### src/sv/joystick_axis_calibrate_normalize_top_macros.svh
// Assertion helpers for the top-level RTL file.
// The enclosing scope must provide clk and arst_n.
`ifndef JOYSTICK_AXIS_CALIBRATE_NORMALIZE_TOP_MACROS_SVH
`define JOYSTICK_AXIS_CALIBRATE_NORMALIZE_TOP_MACROS_SVH

`ifndef ASSERT_OFF

// same-cycle implication
`define JACN_ASSERT_IMP(lbl, ante, cons, msg) \
	lbl: assert property (@(posedge clk) disable iff (!arst_n) (ante) |-> (cons)) \
		else $error(msg);

// next-cycle implication
`define JACN_ASSERT_NXT(lbl, ante, cons, msg) \
	lbl: assert property (@(posedge clk) disable iff (!arst_n) (ante) |=> (cons)) \
		else $error(msg);

`else

`define JACN_ASSERT_IMP(lbl, ante, cons, msg)
`define JACN_ASSERT_NXT(lbl, ante, cons, msg)

`endif

`endif

### src/sv/jacn_pkg.sv
`timescale 1ns / 1ps

package jacn_pkg;

	localparam int AXIS_W = 5;
	localparam int WORD_W = 2;
	localparam int VAL_W  = 17;
	localparam int POS_W  = 16;
	localparam int COEF_W = 31;
	localparam int SPAN_W = VAL_W + 1;
	localparam int DMAG_W = VAL_W;            // |deflection| <= 2^17-1
	localparam int PROD_W = DMAG_W + COEF_W;
	localparam int FRAC_W = 15;
	localparam int MAG_W  = PROD_W - FRAC_W;

	localparam int IN_TDATA_W  = 24;
	localparam int IN_TUSER_W  = 2;
	localparam int OUT_TDATA_W = 24;
	localparam int OUT_TUSER_W = 1;

	typedef enum logic [1:0] {
		REQ_SAMPLE = 2'd0,
		REQ_START  = 2'd1,
		REQ_STOP   = 2'd2,
		REQ_LOAD   = 2'd3
	} req_t;

	localparam logic [WORD_W-1:0] WORD_MIN = 2'd0;
	localparam logic [WORD_W-1:0] WORD_MAX = 2'd1;
	localparam logic [WORD_W-1:0] WORD_CTR = 2'd2;

	typedef enum logic [1:0] {
		ROW_LOAD,
		ROW_CAL,
		ROW_SAMP,
		ROW_STOP
	} row_mode_t;

	typedef enum logic [3:0] {
		ST_IDLE,
		ST_ROW,
		ST_MUL,
		ST_OUT,
		ST_SW_RD,
		ST_SW_ROW,
		ST_DIV_P,
		ST_WAIT_P,
		ST_DIV_N,
		ST_WAIT_N,
		ST_WR
	} state_t;

	// one table row per axis
	typedef struct packed {
		logic [VAL_W-1:0]  mn;
		logic [VAL_W-1:0]  mx;
		logic [VAL_W-1:0]  ctr;
		logic [POS_W-1:0]  last;
		logic [COEF_W-1:0] pc;
		logic [COEF_W-1:0] nc;
	} row_t;

	localparam logic [VAL_W-1:0]  RAW_MIN  = 17'h1_8000;   // -32768
	localparam logic [VAL_W-1:0]  RAW_MAX  = 17'h0_7FFF;   // 32767
	localparam logic [VAL_W-1:0]  RST_MAX  = 17'h0_8000;   // 32768
	localparam logic [COEF_W-1:0] COEF_ONE = 31'h4000_0000;
	localparam logic [COEF_W-1:0] COEF_RST = 31'd32768;

	localparam row_t ROW_RESET = '{
		mn:   RAW_MIN,
		mx:   RST_MAX,
		ctr:  '0,
		last: '0,
		pc:   COEF_RST,
		nc:   COEF_RST
	};

	typedef struct packed {
		logic      take;
		logic      rd_sweep;
		logic      row_ld;
		row_mode_t row_mode;
		logic      d_ld;
		logic      wr;
		logic      div_start;
		logic      div_neg;
		logic      set_pc;
		logic      set_nc;
		logic      mul;
		logic      out_ld;
		logic      cal_set;
		logic      cal_clr;
		logic      seen_clr;
		logic      seen_set;
		logic      sw_clr;
		logic      sw_inc;
	} cmd_t;

	typedef struct packed {
		req_t kind;
		logic axis_ok;
		logic word_ok;
		logic cal;
		logic sw_last;
		logic div_done;
		logic out_busy;
	} sts_t;

endpackage

### src/sv/jacn_ctrl.sv
`timescale 1ns / 1ps

module jacn_ctrl (
	input  logic           clk,
	input  logic           arst_n,
	input  logic           s_tvalid,
	input  jacn_pkg::sts_t sts,
	output jacn_pkg::cmd_t cmd
);
	import jacn_pkg::*;

	state_t st_q;
	state_t st_nxt;

	always_ff @(posedge clk or negedge arst_n) begin
		if (!arst_n)
			st_q <= ST_IDLE;
		else
			st_q <= st_nxt;
	end

	always_comb begin
		cmd    = '0;
		st_nxt = st_q;
		case (st_q)
			ST_IDLE: begin
				cmd.take = 1'b1;
				if (s_tvalid)
					st_nxt = ST_ROW;
			end
			// row of the item's axis was read on the accepting edge
			ST_ROW: begin
				case (sts.kind)
					REQ_START: begin
						cmd.cal_set  = 1'b1;
						cmd.seen_clr = 1'b1;
						st_nxt       = ST_IDLE;
					end
					REQ_STOP: begin
						cmd.sw_clr = 1'b1;
						st_nxt     = ST_SW_RD;
					end
					REQ_LOAD: begin
						if (sts.axis_ok && sts.word_ok) begin
							cmd.row_ld   = 1'b1;
							cmd.row_mode = ROW_LOAD;
							st_nxt       = ST_DIV_P;
						end else begin
							st_nxt = ST_IDLE;
						end
					end
					REQ_SAMPLE: begin
						if (!sts.axis_ok) begin
							st_nxt = ST_IDLE;
						end else if (sts.cal) begin
							cmd.row_ld   = 1'b1;
							cmd.row_mode = ROW_CAL;
							cmd.seen_set = 1'b1;
							st_nxt       = ST_WR;
						end else begin
							cmd.row_ld   = 1'b1;
							cmd.row_mode = ROW_SAMP;
							cmd.d_ld     = 1'b1;
							st_nxt       = ST_MUL;
						end
					end
					default: st_nxt = ST_IDLE;
				endcase
			end
			ST_MUL: begin
				cmd.mul = 1'b1;
				cmd.wr  = 1'b1;
				st_nxt  = ST_OUT;
			end
			ST_OUT: begin
				if (!sts.out_busy) begin
					cmd.out_ld = 1'b1;
					st_nxt     = ST_IDLE;
				end
			end
			ST_SW_RD: begin
				cmd.rd_sweep = 1'b1;
				st_nxt       = ST_SW_ROW;
			end
			ST_SW_ROW: begin
				cmd.row_ld   = 1'b1;
				cmd.row_mode = ROW_STOP;
				st_nxt       = ST_DIV_P;
			end
			ST_DIV_P: begin
				cmd.div_start = 1'b1;
				st_nxt        = ST_WAIT_P;
			end
			ST_WAIT_P: begin
				if (sts.div_done) begin
					cmd.set_pc = 1'b1;
					st_nxt     = ST_DIV_N;
				end
			end
			ST_DIV_N: begin
				cmd.div_start = 1'b1;
				cmd.div_neg   = 1'b1;
				st_nxt        = ST_WAIT_N;
			end
			ST_WAIT_N: begin
				cmd.div_neg = 1'b1;
				if (sts.div_done) begin
					cmd.set_nc = 1'b1;
					st_nxt     = ST_WR;
				end
			end
			ST_WR: begin
				cmd.wr = 1'b1;
				if (sts.kind == REQ_STOP) begin
					if (sts.sw_last) begin
						cmd.cal_clr = 1'b1;
						st_nxt      = ST_IDLE;
					end else begin
						cmd.sw_inc = 1'b1;
						st_nxt     = ST_SW_RD;
					end
				end else begin
					st_nxt = ST_IDLE;
				end
			end
			default: st_nxt = ST_IDLE;
		endcase
	end

endmodule

### config.mk
export PLATFORM = sky130hd
export DESIGN_NAME = jacn_ctrl
export DESIGN_NICKNAME = d
export VERILOG_FILES = /design/src/sv/joystick_axis_calibrate_normalize_top_macros.svh /design/src/sv/jacn_pkg.sv /design/src/sv/jacn_ctrl.sv
export SDC_FILE = /design/constraint.sdc
export NUM_CORES = 1
export LEC_CHECK = 0
export ABC_AREA = 1
export BUFFER_PORTS_ARGS = -buffer_cell sky130_fd_sc_hd__buf_2
export CAP_MARGIN = 20
export CORE_MARGIN = 4
export CORE_UTILIZATION = 43
export DETAILED_ROUTE_END_ITERATION = 8
export MAX_ROUTING_LAYER = met4
export PLACE_DENSITY = 0.84
export SLEW_MARGIN = 20
export SYNTH_ARGS = -nofsm -noshare
export SYNTH_HDL_FRONTEND = slang
export SYNTH_SLANG_ARGS = --single-unit
### constraint.sdc
create_clock -name clk -period 1.4 [get_ports clk]
set_input_delay 0.28 -clock clk [delete_from_list [all_inputs] [get_ports clk]]
set_output_delay 0.28 -clock clk [all_outputs]
set_load 0.02 [all_outputs]
# After elaboration in Yosys (flattened, before gate mapping)
# Index checks and enable logic that the tools add are counted.
# Widths: inputs -> output; s select.
# totals
ff_bits,4
inputBits,11
out_inout_bits,19
elab_cells,68
# op_classes
n_eq_ne,17
n_mux,43
reduce_logical,7
# ops
operator,count
$pmux 4 s11,1
$mux 4,8
$mux 1,26
$eq 4x3->1 const B,4
$pmux 4 s4,1
$eq 4x4->1 const B,3
$mux 3,4
$pmux 3 s2,2
$eq 4x2->1 const B,2
$ne 2x2->1 const B,4
$reduce_or 2->1,3
$eq 2x2->1 const B,2
$eq 4x1->1 const B,1
$logic_not 4->1,1
$reduce_and 4->1,1
$eq 2x1->1 const B,1
$logic_not 2->1,1
$mux 2,1
$logic_and 1x1->1,1

# Longest topological paths before layout
# Gate-level depths: netlist of run 1.
# depth
word_depth,4
mapped_depth,8
depth_no_buf,8

# Worst setup path after synthesis of run 1
# Ideal clock, no wire load.
# synth_timing
kind,flip-flop to output port
startpoint,register st_q[0]
endpoint,output cmd[4] in the netlist's numbering
arrival_ns,1.308
required_ns,1.120
setup_slack_ns,-0.188
stages_incl_launch_ff,4
path_buffers,0
cell_sequence,dfrtp_1 -> inv_2 -> nand2_1 -> nor4_1
# synth_rtl
item,line,source
from (decl),jacn_ctrl.sv:12,state_t st_q;
from (signal assigned),jacn_ctrl.sv:19,st_q <= st_nxt;
to (decl),jacn_ctrl.sv:8,output jacn_pkg::cmd_t cmd

==> qor.txt, run 1 <==
Status - finished, violations left
Failing checks - negative setup slack
R2R Path Start - st_q[0]
Worst hold margin - 0.389 ns
Proportion of layout cells with a drive suffix above 1 - 54.7%
DRC viols - 0
Cells after synthesis - 98
Most flops, register - st_q
Via count - 1006
Dominant cell type by area after synthesis - nand2_1
GRT Resource Usage Total - 23.9%
Total power - 2250 uW
Post-synth EDFFs - 0
Top Registers - st_q (4)
Worst-Skew Late Latency - 0.26 ns
Most common cell in the netlist - nand2_1
PortBufs - 29
Routed WL - 3220 um
Layout area overhead - 95.3%
Crit share post-route - 133%
Max_cap viols - 0
Synth area leaders - nand2_1 (19%), dfrtp_1 (18%), nor2_1 (13%)
Simple-Gate Fraction of Synth Area - 52.6%
Max Root-Sink Buffers - 2
Delay of the slowest critical-path stage - 0.42 ns
WS Path Type - register to primary output
Peak Freq - 539 MHz
Global placer's final weighted congestion - 0.857
Total Nets Final - 168
Final WS setup - -0.455 ns
CP most frequent cell - inv_1
Netlist cell types - 20
Post-synthesis mux area share - 0%
Post-synth top flop - dfrtp_1
Routed length on met3 - 365 um
DRT iter0 DRCs - 69
Slew Limit Fails - 0
Worst R2R Setup Slack - -0.11 ns
Slowest cell on crit path - dfrtp_2
Largest net degree at the start of global routing - 6
Synth Area in Compound Gates - 5.12%
Required time worst endpoint - 1.12 ns
Largest register FFs - 4
Worst hold-check path type - input pin to asynchronous set/reset pin
Final instance area - 1100 um2
DIE WIDTH - 44.1 um
Vias in the first global route - 809
Post-synthesis sequential area ratio - 17.8%
WP buf/inv - 4
Crit path cell chain - inv_1 -> nor2_4 -> inv_2 -> nor2_1 -> nand3_1 -> inv_1 -> buf_2
Startpoint Class - register
Slew @ Worst Pin - 0.271 ns
Antenna Violating Nets Remaining - 0
WL/cell - 19.7 um
Post-Place Cells - 159
Top-level I/O count - 30
Synth top area share - 19.4%
Crit end category - primary output
Core Region - 1170 um2
H-tree Lvls - 1
Cell Pwr Density - 2050 nW/um2
Max IR drop VDD - 0.00112 V
Post-DP HPWL - 1570 um
Die Y - 44.1 um
Relative slew slack - 81.9%
Synth cell count leaders - nand2_1 (29), nor2_1 (19), inv_1 (16)
RSZ-0062 raised after global routing - yes
Vias per cell - 6.13
Seq cells post-synth - 4
Met1 Wirelength - 1110 um
Adder-cell share of the synthesized area - 11.1%
Post-Syn Nets - 114
Gr ovfl total - 0
DR top layer - met4
Synth async-reset ratio - 100%
Final Setup Violations - 21
First-pass GRT wire length - 3370 um
Crit path DAT - 1.58 ns
TritonRoute pass-1 iters - 7
Row count - 12
Starting Density - 48.0%
Leak - 0.000629 uW
Largest family of logic cells by synthesized area - simple AND/OR/NAND/NOR gates
Reg2Reg Depth - 9
Yosys warns - 0
Final Util - 93.7%
Crit path max fanout - 5
Minimum clock period - 1.86 ns
Wire length on met2 - 1510 um
Clock sink total - 4
Final Skew - 0.000748 ns
Average size of a mapped cell - 5.73 um2
Initial antenna violation count - 0
Synth Area in XOR/XNOR - 0%
Post-synthesis cell area - 562 um2
Clock transition at path regs - 0.04 ns
Fin cells - 164
# diodes - 0
Delay-heaviest family, CP - buffers and inverters
Final Hold Fails - 0
Placed Area - 896 um2
Final-layout fill cell count - 44
Die ar. - 1950 um2
Total CTS buffers - 3
CTS tree - yes
Clock Tree Root - clkbuf_4
R2R Path End - st_q[1]
-- layer usage --
layer	track usage, %	vias to the layer above
li1	-	405
met1	24.3	446
met2	43.9	112
met3	4.88	43
met4	9.64	0
met5	-	-
-- cells in the final DEF, fill, tap and decap left out, types with 3 or more instances in the layout --
master | netlist | final
buf_4 | 1 | 26
nand2_1 | 29 | 25
inv_1 | 16 | 15
buf_2 | 0 | 12
nor2_1 | 19 | 11
buf_6 | 0 | 11
nor2_4 | 1 | 7
nand3_1 | 7 | 7
nand2_2 | 1 | 5
ha_1 | 5 | 5
nor2_2 | 2 | 4
inv_2 | 2 | 3
clkbuf_4 | 0 | 3
dfrtp_2 | 0 | 3
-- report_power, final --
part	internal [uW]	total, uW	switching, uW	leakage, uW
logic	728	1810	1080	0.000569
clock network	97.2	164	66.6	0.0000138
registers	178	273	94.1	0.0000466
-- area by class of cell --
class                           instances  area (um2)  share of cell area (%)
Clock buffer                            3        22.5                    2.05
Inverter                               18        67.6                    6.16
Multi-Input combinational cell         75         497                    45.3
Sequential cell                         4         104                    9.46
Tap cell                               14        17.5                    1.60
Timing Repair Buffer                   50         389                    35.5
-- worst max path at each step --
stage / startpoint / end / cells past startpoint
final: st_q[3] / cmd[0] / 7
after detailed placement: sts[6] / cmd[14] / 7
after CTS: st_q[3] / cmd[14] / 5
after global placement: sts[6] / cmd[14] / 7
after floorplan: st_q[2] / cmd[14] / 4
after global routing: st_q[3] / cmd[0] / 7
-- metrics by stage --
stage	worst slack, ns	TNS (ns)
5_1_grt	-0.514	-6.59
3_3_place_gp	-0.114	-0.214
3_5_place_dp	-0.225	-0.608
4_1_cts	-0.269	-3.53
2_1_floorplan	0.00174	0
6_report	-0.455	-5.48
-- repair_timing --
item | 4_1_cts | 5_1_grt
pin swaps | 3 | 5
setup endpoints to repair | 19 | 22
hold endpoints to repair | 4 | 0
setup buffers | 1 | 1
gates resized for setup | 31 | 20
hold buffers | 1 | 0
-- cell families after synthesis --
logic type | count (synthesis)
buffers and inverters | 19
AO/OA/AOI/OAI | 4
AND/OR/NAND/NOR | 66
flip-flops | 4
adder cells (fa/ha/maj) | 5
Power figures use the tool's default switching activity.
==> run 2: changes to the inputs <==
CTS_BUF_LIST = sky130_fd_sc_hd__clkbuf_16   (was not set)
==> run 2 against run 1 <==
Against the previous run:
- the flow now stops in 5_1_grt
- area after synthesis did not move
- synthesized cell count is the same
==> qor.txt, run 2 <==
Post-Place Cells - 159 (unchanged)
Starting Density - 48.0% (unchanged)
Average size of a mapped cell - 5.73 um2 (unchanged)
Synth top area share - 19.4% (unchanged)
Seq cells post-synth - 4 (unchanged)
Post-synthesis cell area - 562 um2 (unchanged)
Post-Syn Nets - 114 (unchanged)
Yosys warns - 0 (unchanged)
Dominant cell type by area after synthesis - nand2_1
Netlist cell types - 20 (unchanged)
Largest net degree at the start of global routing - 6
Post-synth top flop - dfrtp_1
Stop stage - 5_1_grt
Global placer's final weighted congestion - 0.857 (unchanged)
Clock Tree Root - clkbuf_16
Synth cell count leaders - nand2_1 (29), nor2_1 (19), inv_1 (16)
Error - [ERROR DPL-0038] Utilization greater than 100%, impossible to legalize
Max Root-Sink Buffers - 2 (unchanged)
Top-level I/O count - 30 (unchanged)
Total CTS buffers - 3 (unchanged)
Cells after synthesis - 98 (unchanged)
Row count - 12 (unchanged)
Status - did not finish
Worst EP kind - output port
Synth area leaders - nand2_1 (19%), dfrtp_1 (18%), nor2_1 (13%)
GR repair worst EP - cmd[0]
DIE WIDTH - 44.1 um (unchanged)
PortBufs - 29 (unchanged)
Most common cell in the netlist - nand2_1
Post-DP HPWL - 1570 um (unchanged)
Synth async-reset ratio - 100% (unchanged)
Die Y - 44.1 um (unchanged)
Clock sink total - 4 (unchanged)
Post-synth EDFFs - 0 (unchanged)
H-tree Lvls - 1 (unchanged)
Post-synthesis sequential area ratio - 17.8% (unchanged)
## run 2: repair_timing
item / 4_1_cts
gates resized for setup: 35
hold buffers: 1
hold endpoints to repair: 4
setup endpoints to repair: 19
setup buffers: 2
pin swaps: 3
## run 2: through the flow
| step | area [um2] | setup WS [ns] | utilization, % | hold slack, ns |
|---|---|---|---|---|
| floorplan | 598 | 0.00174 | - | -0.0156 |
| global placement | 896 | -0.114 | 76.5 | 0.0842 |
| detailed placement | 896 | -0.225 | 76.5 | 0.0910 |
| CTS | 1090 | -0.269 | 93.3 | 0.394 |
## run 2: logic make-up after synthesis
logic type	count (synthesis)	share of synthesized area [%]
AND/OR/NAND/NOR	66	52.6
buffers and inverters	19	13.4
AO/OA/AOI/OAI	4	5.12
adder cells (fa/ha/maj)	5	11.1
flip-flops	4	17.8
==> run 3: changes to the inputs <==
CORE_AREA = 4 4 65 67   (was not set)
CORE_MARGIN = not set   (was 4)
CORE_UTILIZATION = not set   (was 43)
CTS_BUF_LIST = not set   (was sky130_fd_sc_hd__clkbuf_16)
DIE_AREA = 0 0 69 71   (was not set)
MAX_ROUTING_LAYER = not set   (was met4)
PLACE_DENSITY = not set   (was 0.84)
PLACE_DENSITY_LB_ADDON = 0.15   (was not set)
==> run 3 against run 2 <==
Against the previous run:
- the flow now finishes, with violations (negative setup slack)
==> qor.txt, run 3 (synthesis results as in run 1) <==
Starting Density - 15.5% (-33 points)
Routed WL - 2010 um
R2R Path Start - st_q[1]
Internal power - 1210 uW
Top Registers - st_q (4)
Final Skew - 0.00215 ns
Final Setup Violations - 18
Reg2Reg Depth - 9
Die ar. - 4900 um2
Clock transition at path regs - 0.03 ns
Failing checks - negative setup slack
Final instance area - 1210 um2
Sw Share - 46.3%
Total Nets Final - 176
Post-Place Cells - 199 (+25%)
Most flops, register - st_q
Pre-CTS setup slack - -0.171 ns (+0.0539 ns)
Layout area overhead - 116%
Most frequent cells in the layout - buf_4 (35), nand2_1 (24), inv_1 (14)
Crit path max fanout - 5
Placed Area - 983 um2 (+9.8%)
DRT iter0 DRCs - 19
Vias per cell - 3.82
Peak Freq - 610 MHz
Max IR drop VDD - 0.000395 V
H-tree Lvls - 1 (unchanged)
Startpoint Class - register
Gr ovfl total - 0
Switch Pwr - 1040 uW
Vias in the first global route - 800
First-pass GRT wire length - 3440 um
Antenna Violating Nets Remaining - 0
Post-DP HPWL - 1730 um (+10%)
Worst hold-check path type - input pin to asynchronous set/reset pin
Leak - 0.000672 uW
WS Path Type - register to primary output
Final WS setup - -0.240 ns
Minimum clock period - 1.64 ns
Row count - 22 (+10)
DIE WIDTH - 69 um (+56%)
Status - finished, violations left
Top-level I/O count - 30 (unchanged)
Initial antenna violation count - 0
Slew Limit Fails - 0
Crit end category - primary output
Logic pwr share - 78.5%
Worst-Skew Late Latency - 0.21 ns
TritonRoute pass-1 iters - 2
Clock Tree Root - clkbuf_8
Final-layout fill cell count - 419
PortBufs - 29 (unchanged)
Required time worst endpoint - 1.12 ns
Final Util - 33.4%
Fin cells - 206
CTS tree - yes
GRT Resource Usage Total - 8.46%
RSZ-0062 raised after global routing - yes
Largest net degree at the start of global routing - 6
Final Hold Fails - 0
Crit path DAT - 1.36 ns
Slew @ Worst Pin - 0.240 ns
Via count - 787
Largest register FFs - 4
Worst R2R Setup Slack - 0.09 ns
Worst Setup SP - st_q[3]
Clock power frac - 10.5%
Cell Pwr Density - 1860 nW/um2
Core Region - 3630 um2
Max_cap viols - 0
Flop pwr share - 11.0%
Global placer's final weighted congestion - 0.785 (-8.5%)
Clock sink total - 4 (unchanged)
WL/cell - 9.77 um
DRC viols - 0
# diodes - 0
Total CTS buffers - 3 (unchanged)
Leading cell type in the layout, fill and taps excluded - buf_4
Crit share post-route - 117%
Die Y - 71 um (+61%)
Relative slew slack - 84.0%
Proportion of layout cells with a drive suffix above 1 - 57.6%
R2R Path End - st_q[1]
Max Root-Sink Buffers - 2 (unchanged)
-- run 3: worst max path at each step --
stage	to	slack, ns	depth (start not counted)
floorplan	cmd[14]	0.002	4
global placement	cmd[14]	-0.13	7
detailed placement	cmd[14]	-0.17	7
CTS	cmd[14]	-0.26	5
global route	cmd[14]	-0.30	6
finish	cmd[14]	-0.24	5
-- run 3: what timing repair did --
action | 4_1_cts | 5_1_grt
hold endpoints to repair | 4 | 0
pin swaps | 2 | 4
setup buffers | 1 | 2
gates resized for setup | 34 | 18
hold buffers | 1 | 0
gates cloned | 0 | 0
endpoints found under the setup margin | 19 | 22
-- run 3: area by class of cell --
type | instances | area [um2] | area share [%]
well taps | 48 | 60.1 | 4.94
multi-input cells | 75 | 490 | 40.4
flip-flops and latches | 4 | 104 | 8.55
clock buffers | 3 | 41.3 | 3.40
inverters | 18 | 67.6 | 5.56
repair buffers | 58 | 452 | 37.2
-- run 3: power by group through the flow --
stage / combinational (uW) / clock, uW / sequential, uW
after floorplan: 754 / 0 / 252
after global placement: 1400 / 0 / 241
after detailed placement: 1400 / 0 / 242
after CTS: 1620 / 247 / 244
after global routing: 1950 / 251 / 259
final: 1770 / 238 / 247
-- run 3: per-stage QoR --
stage | setup TNS (ns) | hold WS (ns) | power, uW
2_1_floorplan | 0 | -0.0156 | 1010
3_3_place_gp | -0.330 | 0.0925 | 1640
3_5_place_dp | -0.481 | 0.0939 | 1640
4_1_cts | -3.32 | 0.402 | 2110
5_1_grt | -4.09 | 0.429 | 2460
6_report | -2.76 | 0.405 | 2250
-- run 3: layer usage --
metal | global-route usage, % | vias to the layer above | routed length (um)
met5 | 0 | - | 0
met4 | 2.60 | 0 | 17
li1 | - | 419 | -
met2 | 14.4 | 24 | 977
met3 | 2.84 | 2 | 127
met1 | 10.0 | 342 | 890
-- run 3: critical path: stages, from the launching register on --
cell     delay (ns)
dfrtp_2        0.42
nor2_4         0.15
nand2_4        0.08
or2_4          0.25
o21ai_4        0.12
buf_6          0.13
